[src/sv/lrdc_pkg.sv]
// ----------------------------------------------------------------------------
// lrdc_pkg
// Types, codes and helpers shared by the log record deframer/checker.
// ----------------------------------------------------------------------------
package lrdc_pkg;

   localparam int OFFSET_BITS_DEFAULT = 40;
   localparam int OUT_OFFSET_W        = 40;
   localparam int LEN_W               = 27;
   localparam int TYPE_W              = 16;
   localparam int CSR_ADDR_W          = 2;
   localparam int CSR_DATA_W          = 27;
   localparam int HDR_BYTES           = 16;
   localparam int HDR_CNT_W           = $clog2(HDR_BYTES);

   localparam logic [31:0]       LOG_MAGIC    = 32'h524B_5657;
   localparam logic [15:0]       LOG_VERSION  = 16'd1;
   localparam logic [31:0]       FNV_BASIS    = 32'd2166136261;
   localparam logic [LEN_W-1:0]  MAXLEN_RESET = LEN_W'(64 * 1024 * 1024);
   localparam logic [TYPE_W-1:0] TYPE1_RESET  = 16'd1;
   localparam logic [TYPE_W-1:0] TYPE2_RESET  = 16'd2;

   localparam logic [CSR_ADDR_W-1:0] REG_MAX_PAYLOAD_LEN  = 2'd0;
   localparam logic [CSR_ADDR_W-1:0] REG_FIRST_TYPE_CODE  = 2'd1;
   localparam logic [CSR_ADDR_W-1:0] REG_SECOND_TYPE_CODE = 2'd2;

   localparam logic [3:0] ST_BUSY       = 4'd0;
   localparam logic [3:0] ST_GOOD       = 4'd1;
   localparam logic [3:0] ST_BAD_MAGIC  = 4'd2;
   localparam logic [3:0] ST_BAD_LEN    = 4'd3;
   localparam logic [3:0] ST_SUM_FATAL  = 4'd4;
   localparam logic [3:0] ST_BAD_TYPE   = 4'd5;
   localparam logic [3:0] ST_TORN_TAIL  = 4'd6;
   localparam logic [3:0] ST_TAIL_SUM   = 4'd7;
   localparam logic [3:0] ST_CLEAN_END  = 4'd8;
   localparam logic [3:0] ST_HALTED     = 4'd9;

   localparam logic CMD_BYTE = 1'b0;
   localparam logic CMD_EOF  = 1'b1;

   typedef struct packed {
      logic       cmd;
      logic [7:0] data_byte;
   } req_type;

   typedef struct packed {
      logic [3:0]              status;
      logic [7:0]              payload_byte;
      logic                    payload_valid;
      logic [TYPE_W-1:0]       record_type;
      logic [LEN_W-1:0]        record_length;
      logic [OUT_OFFSET_W-1:0] valid_offset;
   } rsp_type;

   // FNV-1a step; the prime 2^24 + 2^8 + 0x93 becomes shifts and adds
   function automatic logic [31:0] fnv_step(input logic [31:0] h, input logic [7:0] b);
      logic [31:0] x;
      x = h ^ {24'd0, b};
      return x + (x << 1) + (x << 4) + (x << 7) + (x << 8) + (x << 24);
   endfunction

endpackage

[src/sv/lrdc_out_buf.sv]
// ----------------------------------------------------------------------------
// lrdc_out_buf
// Result register with a skid entry; full goes high only while two results wait.
// ----------------------------------------------------------------------------
module lrdc_out_buf
   import lrdc_pkg::*;
(
   input  logic    clock,
   input  logic    reset,
   input  logic    push,
   input  rsp_type push_data,
   output logic    full,
   output logic    rsp_valid,
   input  logic    rsp_stall,
   output rsp_type rsp_payload
);

   logic    main_valid_ff, main_valid_in;
   logic    skid_valid_ff, skid_valid_in;
   rsp_type main_data_ff, main_data_in;
   rsp_type skid_data_ff, skid_data_in;
   logic    pop;

   assign pop = main_valid_ff && !rsp_stall;

   always_comb begin
      main_valid_in = main_valid_ff;
      main_data_in  = main_data_ff;
      skid_valid_in = skid_valid_ff;
      skid_data_in  = skid_data_ff;
      if (!main_valid_ff || pop) begin
         if (skid_valid_ff) begin
            main_valid_in = 1'b1;
            main_data_in  = skid_data_ff;
            skid_valid_in = 1'b0;
         end else begin
            main_valid_in = push;
            main_data_in  = push_data;
         end
      end else if (push) begin
         skid_valid_in = 1'b1;
         skid_data_in  = push_data;
      end
   end

   always_ff @(posedge clock) begin
      if (reset) begin
         main_valid_ff <= 1'b0;
         skid_valid_ff <= 1'b0;
      end else begin
         main_valid_ff <= main_valid_in;
         skid_valid_ff <= skid_valid_in;
      end
      main_data_ff <= main_data_in;
      skid_data_ff <= skid_data_in;
   end

   assign full        = skid_valid_ff;
   assign rsp_valid   = main_valid_ff;
   assign rsp_payload = main_data_ff;

endmodule

[src/sv/log_record_deframer_checker_core.sv]
// ----------------------------------------------------------------------------
// log_record_deframer_checker_core
// Deframes a write-ahead log byte stream and verifies each record.
// ----------------------------------------------------------------------------
// Takes one request per cycle while req_stall is low (a file byte or end of
// file) and returns exactly one result for each, registered in the output
// buffer. Header decode and the FNV-1a update are combinational, so the
// sustained rate is one byte per clock unless stalled. Two results can be
// held at the output; req_stall rises only while both wait on rsp_stall.
module log_record_deframer_checker_core
   import lrdc_pkg::*;
#(
   parameter int OFFSET_BITS = OFFSET_BITS_DEFAULT
)
(
   input  logic                  clock,
   input  logic                  reset,
   input  logic                  req_valid,
   output logic                  req_stall,
   input  req_type               req_payload,
   output logic                  rsp_valid,
   input  logic                  rsp_stall,
   output rsp_type               rsp_payload,
   input  logic                  csr_wr_en,
   input  logic [CSR_ADDR_W-1:0] csr_addr,
   input  logic [CSR_DATA_W-1:0] csr_wr_data
);

   localparam logic PH_HEADER  = 1'b0;
   localparam logic PH_PAYLOAD = 1'b1;

   logic [LEN_W-1:0]          max_len_ff;
   logic [TYPE_W-1:0]         type1_ff, type2_ff;

   logic                      phase_ff, phase_in;
   logic [HDR_BYTES-1:0][7:0] hdr_ff, hdr_in;
   logic [HDR_CNT_W-1:0]      hcnt_ff, hcnt_in;
   logic [LEN_W-1:0]          left_ff, left_in;
   logic [31:0]               hash_ff, hash_in;
   logic [OFFSET_BITS-1:0]    pos_ff, pos_in;
   logic [OFFSET_BITS-1:0]    good_ff, good_in;
   logic                      pend_ff, pend_in;
   logic                      stop_ff, stop_in;
   logic [TYPE_W-1:0]         cur_type_ff, cur_type_in;
   logic [LEN_W-1:0]          cur_len_ff, cur_len_in;
   logic [31:0]               cur_sum_ff, cur_sum_in;

   logic                      accept;
   rsp_type                   result;

   assign accept = req_valid && !req_stall;

   always_ff @(posedge clock) begin
      if (reset) begin
         max_len_ff <= MAXLEN_RESET;
         type1_ff   <= TYPE1_RESET;
         type2_ff   <= TYPE2_RESET;
      end else if (csr_wr_en) begin
         unique case (csr_addr)
            REG_MAX_PAYLOAD_LEN:  max_len_ff <= csr_wr_data[LEN_W-1:0];
            REG_FIRST_TYPE_CODE:  type1_ff   <= csr_wr_data[TYPE_W-1:0];
            REG_SECOND_TYPE_CODE: type2_ff   <= csr_wr_data[TYPE_W-1:0];
            default: ;
         endcase
      end
   end

   always_comb begin
      logic [7:0]  b;
      logic [31:0] magic;
      logic [15:0] ver;
      logic [31:0] len;
      logic [31:0] chk_hash;
      logic [31:0] chk_sum;
      logic [15:0] chk_type;
      logic        finish;

      b        = req_payload.data_byte;
      magic    = {hdr_ff[3], hdr_ff[2], hdr_ff[1], hdr_ff[0]};
      ver      = {hdr_ff[5], hdr_ff[4]};
      len      = {hdr_ff[11], hdr_ff[10], hdr_ff[9], hdr_ff[8]};
      chk_hash = FNV_BASIS;
      chk_sum  = {b, hdr_ff[14], hdr_ff[13], hdr_ff[12]};
      chk_type = {hdr_ff[7], hdr_ff[6]};
      finish   = 1'b0;

      phase_in    = phase_ff;
      hdr_in      = hdr_ff;
      hcnt_in     = hcnt_ff;
      left_in     = left_ff;
      hash_in     = hash_ff;
      pos_in      = pos_ff;
      good_in     = good_ff;
      pend_in     = pend_ff;
      stop_in     = stop_ff;
      cur_type_in = cur_type_ff;
      cur_len_in  = cur_len_ff;
      cur_sum_in  = cur_sum_ff;

      result               = '0;
      result.status        = ST_BUSY;

      if (accept) begin
         priority if (stop_ff) begin
            result.status = ST_HALTED;
         end else if (req_payload.cmd == CMD_EOF) begin
            stop_in = 1'b1;
            priority if (pend_ff) result.status = ST_TAIL_SUM;
            else if (phase_ff == PH_HEADER && hcnt_ff == '0) result.status = ST_CLEAN_END;
            else result.status = ST_TORN_TAIL;
         end else if (pend_ff) begin
            result.status = ST_SUM_FATAL;
            stop_in       = 1'b1;
         end else if (phase_ff == PH_HEADER) begin
            hdr_in[hcnt_ff] = b;
            hcnt_in         = hcnt_ff + HDR_CNT_W'(1);
            pos_in          = pos_ff + OFFSET_BITS'(1);
            if (hcnt_ff == HDR_CNT_W'(HDR_BYTES - 1)) begin
               cur_type_in = chk_type;
               cur_len_in  = len[LEN_W-1:0];
               cur_sum_in  = chk_sum;
               hash_in     = FNV_BASIS;
               priority if (magic != LOG_MAGIC || ver != LOG_VERSION) begin
                  result.status = ST_BAD_MAGIC;
                  stop_in       = 1'b1;
               end else if (len > {5'd0, max_len_ff}) begin
                  result.status = ST_BAD_LEN;
                  stop_in       = 1'b1;
               end else if (len == 32'd0) begin
                  finish = 1'b1;
               end else begin
                  left_in  = len[LEN_W-1:0];
                  phase_in = PH_PAYLOAD;
               end
            end
         end else begin
            result.payload_byte  = b;
            result.payload_valid = 1'b1;
            hash_in  = fnv_step(hash_ff, b);
            pos_in   = pos_ff + OFFSET_BITS'(1);
            left_in  = left_ff - LEN_W'(1);
            chk_hash = hash_in;
            chk_sum  = cur_sum_ff;
            chk_type = cur_type_ff;
            finish   = (left_ff == LEN_W'(1));
         end

         if (finish) begin
            phase_in = PH_HEADER;
            hcnt_in  = '0;
            priority if (chk_hash != chk_sum) begin
               pend_in = 1'b1;
            end else if (chk_type != type1_ff && chk_type != type2_ff) begin
               result.status = ST_BAD_TYPE;
               stop_in       = 1'b1;
            end else begin
               result.status = ST_GOOD;
               good_in       = pos_in;
            end
         end
      end

      result.record_type   = cur_type_in;
      result.record_length = cur_len_in;
      result.valid_offset  = OUT_OFFSET_W'(good_in);
   end

   always_ff @(posedge clock) begin
      if (reset) begin
         phase_ff    <= PH_HEADER;
         hcnt_ff     <= '0;
         left_ff     <= '0;
         hash_ff     <= FNV_BASIS;
         pos_ff      <= '0;
         good_ff     <= '0;
         pend_ff     <= 1'b0;
         stop_ff     <= 1'b0;
         cur_type_ff <= '0;
         cur_len_ff  <= '0;
         cur_sum_ff  <= '0;
      end else begin
         phase_ff    <= phase_in;
         hcnt_ff     <= hcnt_in;
         left_ff     <= left_in;
         hash_ff     <= hash_in;
         pos_ff      <= pos_in;
         good_ff     <= good_in;
         pend_ff     <= pend_in;
         stop_ff     <= stop_in;
         cur_type_ff <= cur_type_in;
         cur_len_ff  <= cur_len_in;
         cur_sum_ff  <= cur_sum_in;
      end
      hdr_ff <= hdr_in;
   end

   lrdc_out_buf u_out_buf (
      .clock       (clock),
      .reset       (reset),
      .push        (accept),
      .push_data   (result),
      .full        (req_stall),
      .rsp_valid   (rsp_valid),
      .rsp_stall   (rsp_stall),
      .rsp_payload (rsp_payload)
   );

endmodule

[config.mk]
export PLATFORM = sky130hd
export DESIGN_NAME = log_record_deframer_checker_core
export DESIGN_NICKNAME = d
export VERILOG_FILES = /design/src/sv/lrdc_pkg.sv /design/src/sv/lrdc_out_buf.sv /design/src/sv/log_record_deframer_checker_core.sv
export SDC_FILE = /design/constraint.sdc
export NUM_CORES = 1
export LEC_CHECK = 0
export BUFFER_PORTS_ARGS = -buffer_cell sky130_fd_sc_hd__buf_2
export CORE_ASPECT_RATIO = 1.25
export CORE_MARGIN = 2
export CORE_UTILIZATION = 30
export CTS_BUF_LIST = sky130_fd_sc_hd__clkbuf_4 sky130_fd_sc_hd__clkbuf_8
export DETAILED_ROUTE_END_ITERATION = 10
export GPL_TIMING_DRIVEN = 0
export SETUP_SLACK_MARGIN = 0.2
export SLEW_MARGIN = 20
export SYNTH_ARGS = -nofsm -noshare
export SYNTH_HDL_FRONTEND = slang
export SYNTH_HIERARCHICAL = 1
export SYNTH_SLANG_ARGS = --single-unit
[constraint.sdc]
create_clock -name clock -period 12.24 [get_ports clock]
set_input_delay 1.836 -clock clock [delete_from_list [all_inputs] [get_ports clock]]
set_output_delay 1.836 -clock clock [all_outputs]
set_load 0.01 [all_outputs]
-- Word-level counts from Yosys, hierarchy flattened
Index checks and enable logic that the tools add are counted.
- bits in registers: 602
- output and inout port bits: 98
- add/sub/neg operators: 8
- order comparisons: 3
- eq/ne operators: 16
- mux-type cells: 96
- bitwise operators: 6
- reduce and logical (&&, ||, !) cells: 26
- operator list (cell ; number):
    2-to-1 mux 32 bit ; 12
    2-to-1 mux 27 bit ; 11
    2-to-1 mux 40 bit ; 7
    2-to-1 mux 16 bit ; 11
    adder 32 bit ; 5
    bitwise mux 128 bit ; 1
    2-to-1 mux 96 bit ; 1
    2-to-1 mux 4 bit ; 13
    adder 40 x 1 -> 40 bit (second input constant) ; 1
    2-to-1 mux 9 bit ; 4
    demux 8 bit (select 4 bit) ; 1
    greater-than comparator 32 x 27 -> 1 bit ; 1
    zero test 32 bit ; 1
    inequality test 16 bit ; 2
    inequality test 32 x 31 -> 1 bit (second input constant) ; 1
    inequality test 32 bit ; 1
    bitwise XOR 32 x 8 -> 32 bit ; 1
    2-to-1 mux 1 bit ; 29
    == test 27 x 1 -> 1 bit (second input constant) ; 1
    subtractor 27 x 1 -> 27 bit (second input constant) ; 1
    inequality test 16 x 1 -> 1 bit (second input constant) ; 1
    AND reduction 5 bit ; 3
    2-to-1 mux 13 bit ; 1
    2-to-1 mux 8 bit ; 1
    other kinds (23) ; 44

-- Longest topological paths before layout
- depth after elaboration: 16
- mapped depth: 22
- mapped depth without buffers: 21

-- Cells and area by module
Netlist, hierarchy kept.
- by module, submodules not included (module ; instances ; cells each ; area an instance (um^2) ; sequential area each (um^2)):
    log_record_deframer_checker_core ; 1 ; 2482 ; 22670.5 ; 9208.8
    lrdc_out_buf ; 1 ; 306 ; 7105.6 ; 5805.6

-- Least setup slack after synthesis
Ideal clock, no wire load.
- path kind: input to register
- from: input req_payload[0] (netlist bit)
- to: register u_out_buf.main_data_ff (netlist bit u_out_buf/rsp_payload[39]) (data pin)
- library setup time: 0.260 ns
- arrival: 7.025 ns
- slack: 4.955 ns
- stages: 21
- buffers on the path: 3
- cells stage by stage: clkbuf_1 xor2_1 inv_1 fa_1 fa_1 inv_1 ha_1 ha_1 buf_6 o211ai_1 a21o_1 a31oi_2 a221oi_4 xnor3_1 nor4_2 nand4b_1 nor4_2 o2111ai_2 buf_6 mux2_4 mux2_2
- word-level cells in the longest chain between the ends: 16
- elaborated cells on any way between the ends: 21
- those cells by class: add/sub: 5; eq/ne: 1; mux: 14; bitwise: 1
- ends and longest elaborated chain (element ; line ; text):
    start, declared ; log_record_deframer_checker_core.sv:20 ; input req_type req_payload,
    bitwise XOR 32 x 8 -> 32 bit ; lrdc_pkg.sv:58 ; x = h ^ {24'd0, b};
    adder 32 bit (5 in series) ; lrdc_pkg.sv:59 ; return x + (x << 1) + (x << 4) + (x << 7) + (x << 8) + (x << 24);
    2-to-1 mux 32 bit ; log_record_deframer_checker_core.sv:114 ; end else if (phase_ff == PH_HEADER) begin
    2-to-1 mux 32 bit ; log_record_deframer_checker_core.sv:111 ; end else if (pend_ff) begin
    2-to-1 mux 32 bit ; log_record_deframer_checker_core.sv:106 ; end else if (req_payload.cmd == CMD_EOF) begin
    2-to-1 mux 32 bit ; log_record_deframer_checker_core.sv:104 ; priority if (stop_ff) begin
    2-to-1 mux 32 bit ; log_record_deframer_checker_core.sv:103 ; if (accept) begin
    inequality test 32 bit (*) ; log_record_deframer_checker_core.sv:151 ; priority if (chk_hash != chk_sum) begin
    2-to-1 mux 40 bit (*) ; log_record_deframer_checker_core.sv:151 ;
    2-to-1 mux 40 bit (*) ; log_record_deframer_checker_core.sv:148 ; if (finish) begin
    2-to-1 mux 40 bit (*) ; log_record_deframer_checker_core.sv:103 ;
    net good_in[39] ; log_record_deframer_checker_core.sv:41 ; logic [OFFSET_BITS-1:0] good_ff, good_in;
    2-to-1 mux 96 bit (*) ; lrdc_out_buf.sv:32 ; if (skid_valid_ff) begin
    end signal, assigned ; lrdc_out_buf.sv:54 ; main_data_ff <= main_data_in;
    end, declared ; lrdc_out_buf.sv:20 ; rsp_type main_data_ff, main_data_in;
Mark *: on every way through the listed nets, which the timed path passes. The rest lies on a longest branch. The select of a mux whose other input is x is not followed.
A chain may end at the register's enable or synchronous reset.

==> key figures <==
Yosys
  – Post-synth top area share: 0.315
  – Synth area leaders: edfxtp_1 31%, dfxtp_1 19%, fa_1 5.4%, nand2_1 4.9%, ha_1 3.9%
  – Synthesis warning total: 6
  – Cells after synthesis: 2788
  – Count leader, synth: nand2_1
  – Syn avg cell area: 10.7 um2
  – Syn Nets: between 3000 and 4000
  – Post-synth EDFFs: 312
  – Synth area leader: edfxtp_1
  – Register area share after synthesis: 0.504
  – Post-synth top cells: 392 x nand2_1, 312 x edfxtp_1, 282 x dfxtp_1, 222 x a21oi_1, 193 x inv_1
  – Asr flop ratio synth: 0
  – Netlist cell types: 97
  – Post-Syn Area: 29800 um2
  – Synth Flop Type: edfxtp_1
  – FF+latch count, synth: 594

Placement
  – I/O Buffers: 140
  – Final HPWL DP: between 60 and 70 mm
  – Cells after DPL: approximately 4200
  – Final RePlAce weighted congestion: 0.929

Setup path
  – Cell mode on critical path: fa_1
  – R2r setup slk: 4780 ps
  – Crit path kind: input port to register
  – Worst R2R Path Depth: 18
  – Worst Path Required: 12810 ps
  – Critical Path Stages: 21
  – Worst setup path end: u_out_buf/rsp_payload[92]$_DFFE_PP_
  – Startpoint types: input port
  – Endpoint class of the critical path: register
  – CP Max Fanout: 16
  – Buf+Inv Stages, Crit Path: 5
  – Critical path's top delay family: compound AO/OA/AOI/OAI gates
  – WP data arrival: 9770 ps
  – Peak per-stage delay on the critical path: 950 ps
  – Crit-path slowest cell: o21ai_0
  – Launch point of the worst path: req_payload[0]
  – CP cell instances: buf_2 -> clkbuf_1 -> xor2_1 -> fa_1 -> inv_1 -> fa_1 -> inv_1 -> fa_1 -> ha_1 -> buf_2 -> nand3_1 -> o22ai_1 -> o41ai_1 -> mux2i_1 -> nand3_1 -> nor4_1 -> nand4b_1 -> nor4_2 -> o21ai_0 -> o21ai_0 -> mux2_4
  – Worst reg2reg path endpoint: u_out_buf/rsp_payload[92]$_DFFE_PP_
  – R2r startpoint: hash_ff[3]$_SDFFE_PP0P_

Timing
  – Slew Limit Fails: 0
  – Final hold vios: 0
  – Setup_tns: 0 ps
  – Fin crit share: 0.752
  – Worst Max-Slew Pin Slew: 1250 ps
  – Final Critical Period: 9200 ps
  – RSZ-0062 raised after global routing: false
  – Max_slew headroom: 0.162
  – Final setup fails: 0
  – Post-route clock skew: 36.8 ps
  – Fmax: 109 MHz

Floorplan
  – CORE AREA: between 90000 and 100000 um2
  – Die area: 102000 um2
  – Chip height: 356 um
  – Die W: 286 um
  – Rows: ~130
  – Starting Density: 0.302
  – I/O pin total: between 100 and 150

Final layout
  – Fraction of layout cells with a size suffix above 1: 0.172
  – Area delta synth->final: 15.8%
  – FILL cells: 9946
  – Post-Layout Cell Count: 4432
  – Final nets: about 3200

Drt
  – ANT nets after route: 0
  – Vias per cell: between 4 and 5
  – DRC Markers: 0
  – WL final: 84.2 mm
  – Vias: 21464
  – Initial drt markers: 1397
  – Wire per inst: about 19 um
  – Pre-antenna DRT Iters: 5

Clock tree
  – CTS root buf: clkbuf_8
  – CTS tree: built
  – Post CTS Setup Buffer Count: 0
  – Hold-fix buffers, CTS: 0
  – Worst-path clk slew: 60 ps
  – Resized cells post-CTS: 0
  – CTS Buf Count: 100
  – Clock sinks: 594
  – Worst skew pair latency: 720 ps
  – CTS max path bufs: 3
  – Htree depth: 3

Outcome
  – Status: completed

Global routing
  – Vias in the first global route: 21282
  – Total GRT Usage: 0.162
  – First-pass GRT wire length: 128 mm
  – Antenna violations before repair: 3
  – Total gr overflow: 0
  – Largest net degree at the start of global routing: between 50 and 60

Power
  – Peak VDD IR: 0.0837 mV
  – Design Power: 4.63 mW
  – P_leak: 13.4 nW
  – Power Density: 134 nW/um2

Worst hold path
  – Worst hold path class: register to register

Run
  – Maximum Capacitance Violations: 0
[through the flow]
stage | hold slack [ps] | setup WS [ps] | util | instance area (um2)
finish | 455 | 3040 | 0.350 | 34500
CTS | 456 | 3060 | 0.349 | 34500
floorplan | 436 | 4960 | - | 29800
detailed placement | 448 | 2290 | 0.327 | 32200
global placement | 443 | 2400 | 0.326 | 32100
global route | 476 | 2710 | 0.350 | 34500
[worst min path at each step]
stage	from	endpoint	cells past startpoint
floorplan	max_len_ff[10]$_SDFFE_PP0P_	max_len_ff[10]$_SDFFE_PP0P_	2
global placement	max_len_ff[5]$_SDFFE_PP0P_	max_len_ff[5]$_SDFFE_PP0P_	2
detailed placement	max_len_ff[4]$_SDFFE_PP0P_	max_len_ff[4]$_SDFFE_PP0P_	2
CTS	max_len_ff[4]$_SDFFE_PP0P_	max_len_ff[4]$_SDFFE_PP0P_	2
global route	max_len_ff[16]$_SDFFE_PP0P_	max_len_ff[16]$_SDFFE_PP0P_	2
finish	max_len_ff[18]$_SDFFE_PP0P_	max_len_ff[18]$_SDFFE_PP0P_	2
[kinds of logic (layout without fill, tap and decap cells)]
family | after synthesis | count (layout) | share of synthesized area
flops | 594 | 594 | 0.504
other cells | 0 | 1 | 0
xor+xnor | 169 | 169 | 0.0516
compound gates | 463 | 463 | 0.0959
fa+ha+maj | 172 | 172 | 0.0924
mux | 148 | 148 | 0.0642
buf+inv | 329 | 662 | 0.0460
simple gates | 913 | 913 | 0.146
[power by group]
part	switching (mW)	internal, mW	total [mW]	leakage [nW]
Clock	0.846	1.13	1.97	1.19
Combinational	0.334	0.182	0.516	6.98
Sequential	0.0159	2.13	2.14	5.27
Total	1.20	3.44	4.63	13.4
[worst register-to-register path: stages (launching register included)]
cell and delay [ps]:
dfxtp_1 390, xor2_1 710, fa_1 550, inv_1 70
fa_1 430, fa_1 560, inv_1 50, ha_1 300
buf_2 200, a21o_1 200, o41ai_1 800, mux2i_1 430
nand3_1 190, nor4_1 300, nand4b_1 160, nor4_2 430
o21ai_0 300, o21ai_0 950, mux2_4 300
[layer usage]
| metal | GRT usage | vias up | part of all wire |
|---|---|---|---|
| met5 | 0 | - | 0 |
| li1 | - | 10197 | - |
| met1 | 0.209 | 10430 | 0.43 |
| met2 | 0.276 | 689 | 0.48 |
| met4 | 0.0556 | 0 | 0.030 |
| met3 | 0.0254 | 148 | 0.058 |
[sequential cells by signal (all words and copies together) (netlist names)]
name and cells:
good_ff 40, u_out_buf/skid_data_ff 96, left_ff 27, hcnt_ff 4
pos_ff 40, u_out_buf/rsp_payload 96, max_len_ff 27, hash_ff 32
u_out_buf/rsp_valid 1, type2_ff 16, u_out_buf/full 1, cur_len_ff 27
stop_ff 1, cur_sum_ff 32, hdr_ff 120, cur_type_ff 16
pend_ff 1, phase_ff 1, type1_ff 16
[layout make-up]
cell class,instances,area (um2),area share
multi-input combinational,1865,13400,0.389
sequential,594,15000,0.436
clock inverter,41,415,0.0120
inverter,196,736,0.0213
antenna,1,2.50,0.0000726
buffer,133,633,0.0184
clock buffer,149,1840,0.0535
timing repair buffer,143,763,0.0221
tap,1310,1640,0.0475
[layout by cell type, fill, tap and decap left out, types with 10 or more instances in the layout]
cell,synthesis,layout
and2_1,18,18
o21ai_0,75,75
a21o_1,13,13
nor2b_1,65,65
mux2i_1,10,10
a21oi_1,222,222
edfxtp_1,312,312
clkinv_2,0,13
clkinv_1,3,15
dfxtp_1,282,282
buf_2,26,166
or3_1,17,17
nor2_1,179,178
nand4_1,36,36
mux2_4,69,69
buf_6,12,12
clkbuf_8,0,116
and3_1,31,30
nor3_1,32,31
nand2_1,392,391
nor4_1,30,30
clkbuf_4,0,33
inv_1,193,193
nand3_1,45,45
clkbuf_1,83,83
o22ai_1,29,29
mux2_2,69,69
fa_1,80,80
ha_1,92,92
xnor2_1,87,87
xor2_1,78,77
a22oi_1,18,18
nand2b_1,19,19
Power figures use the tool's default switching activity.
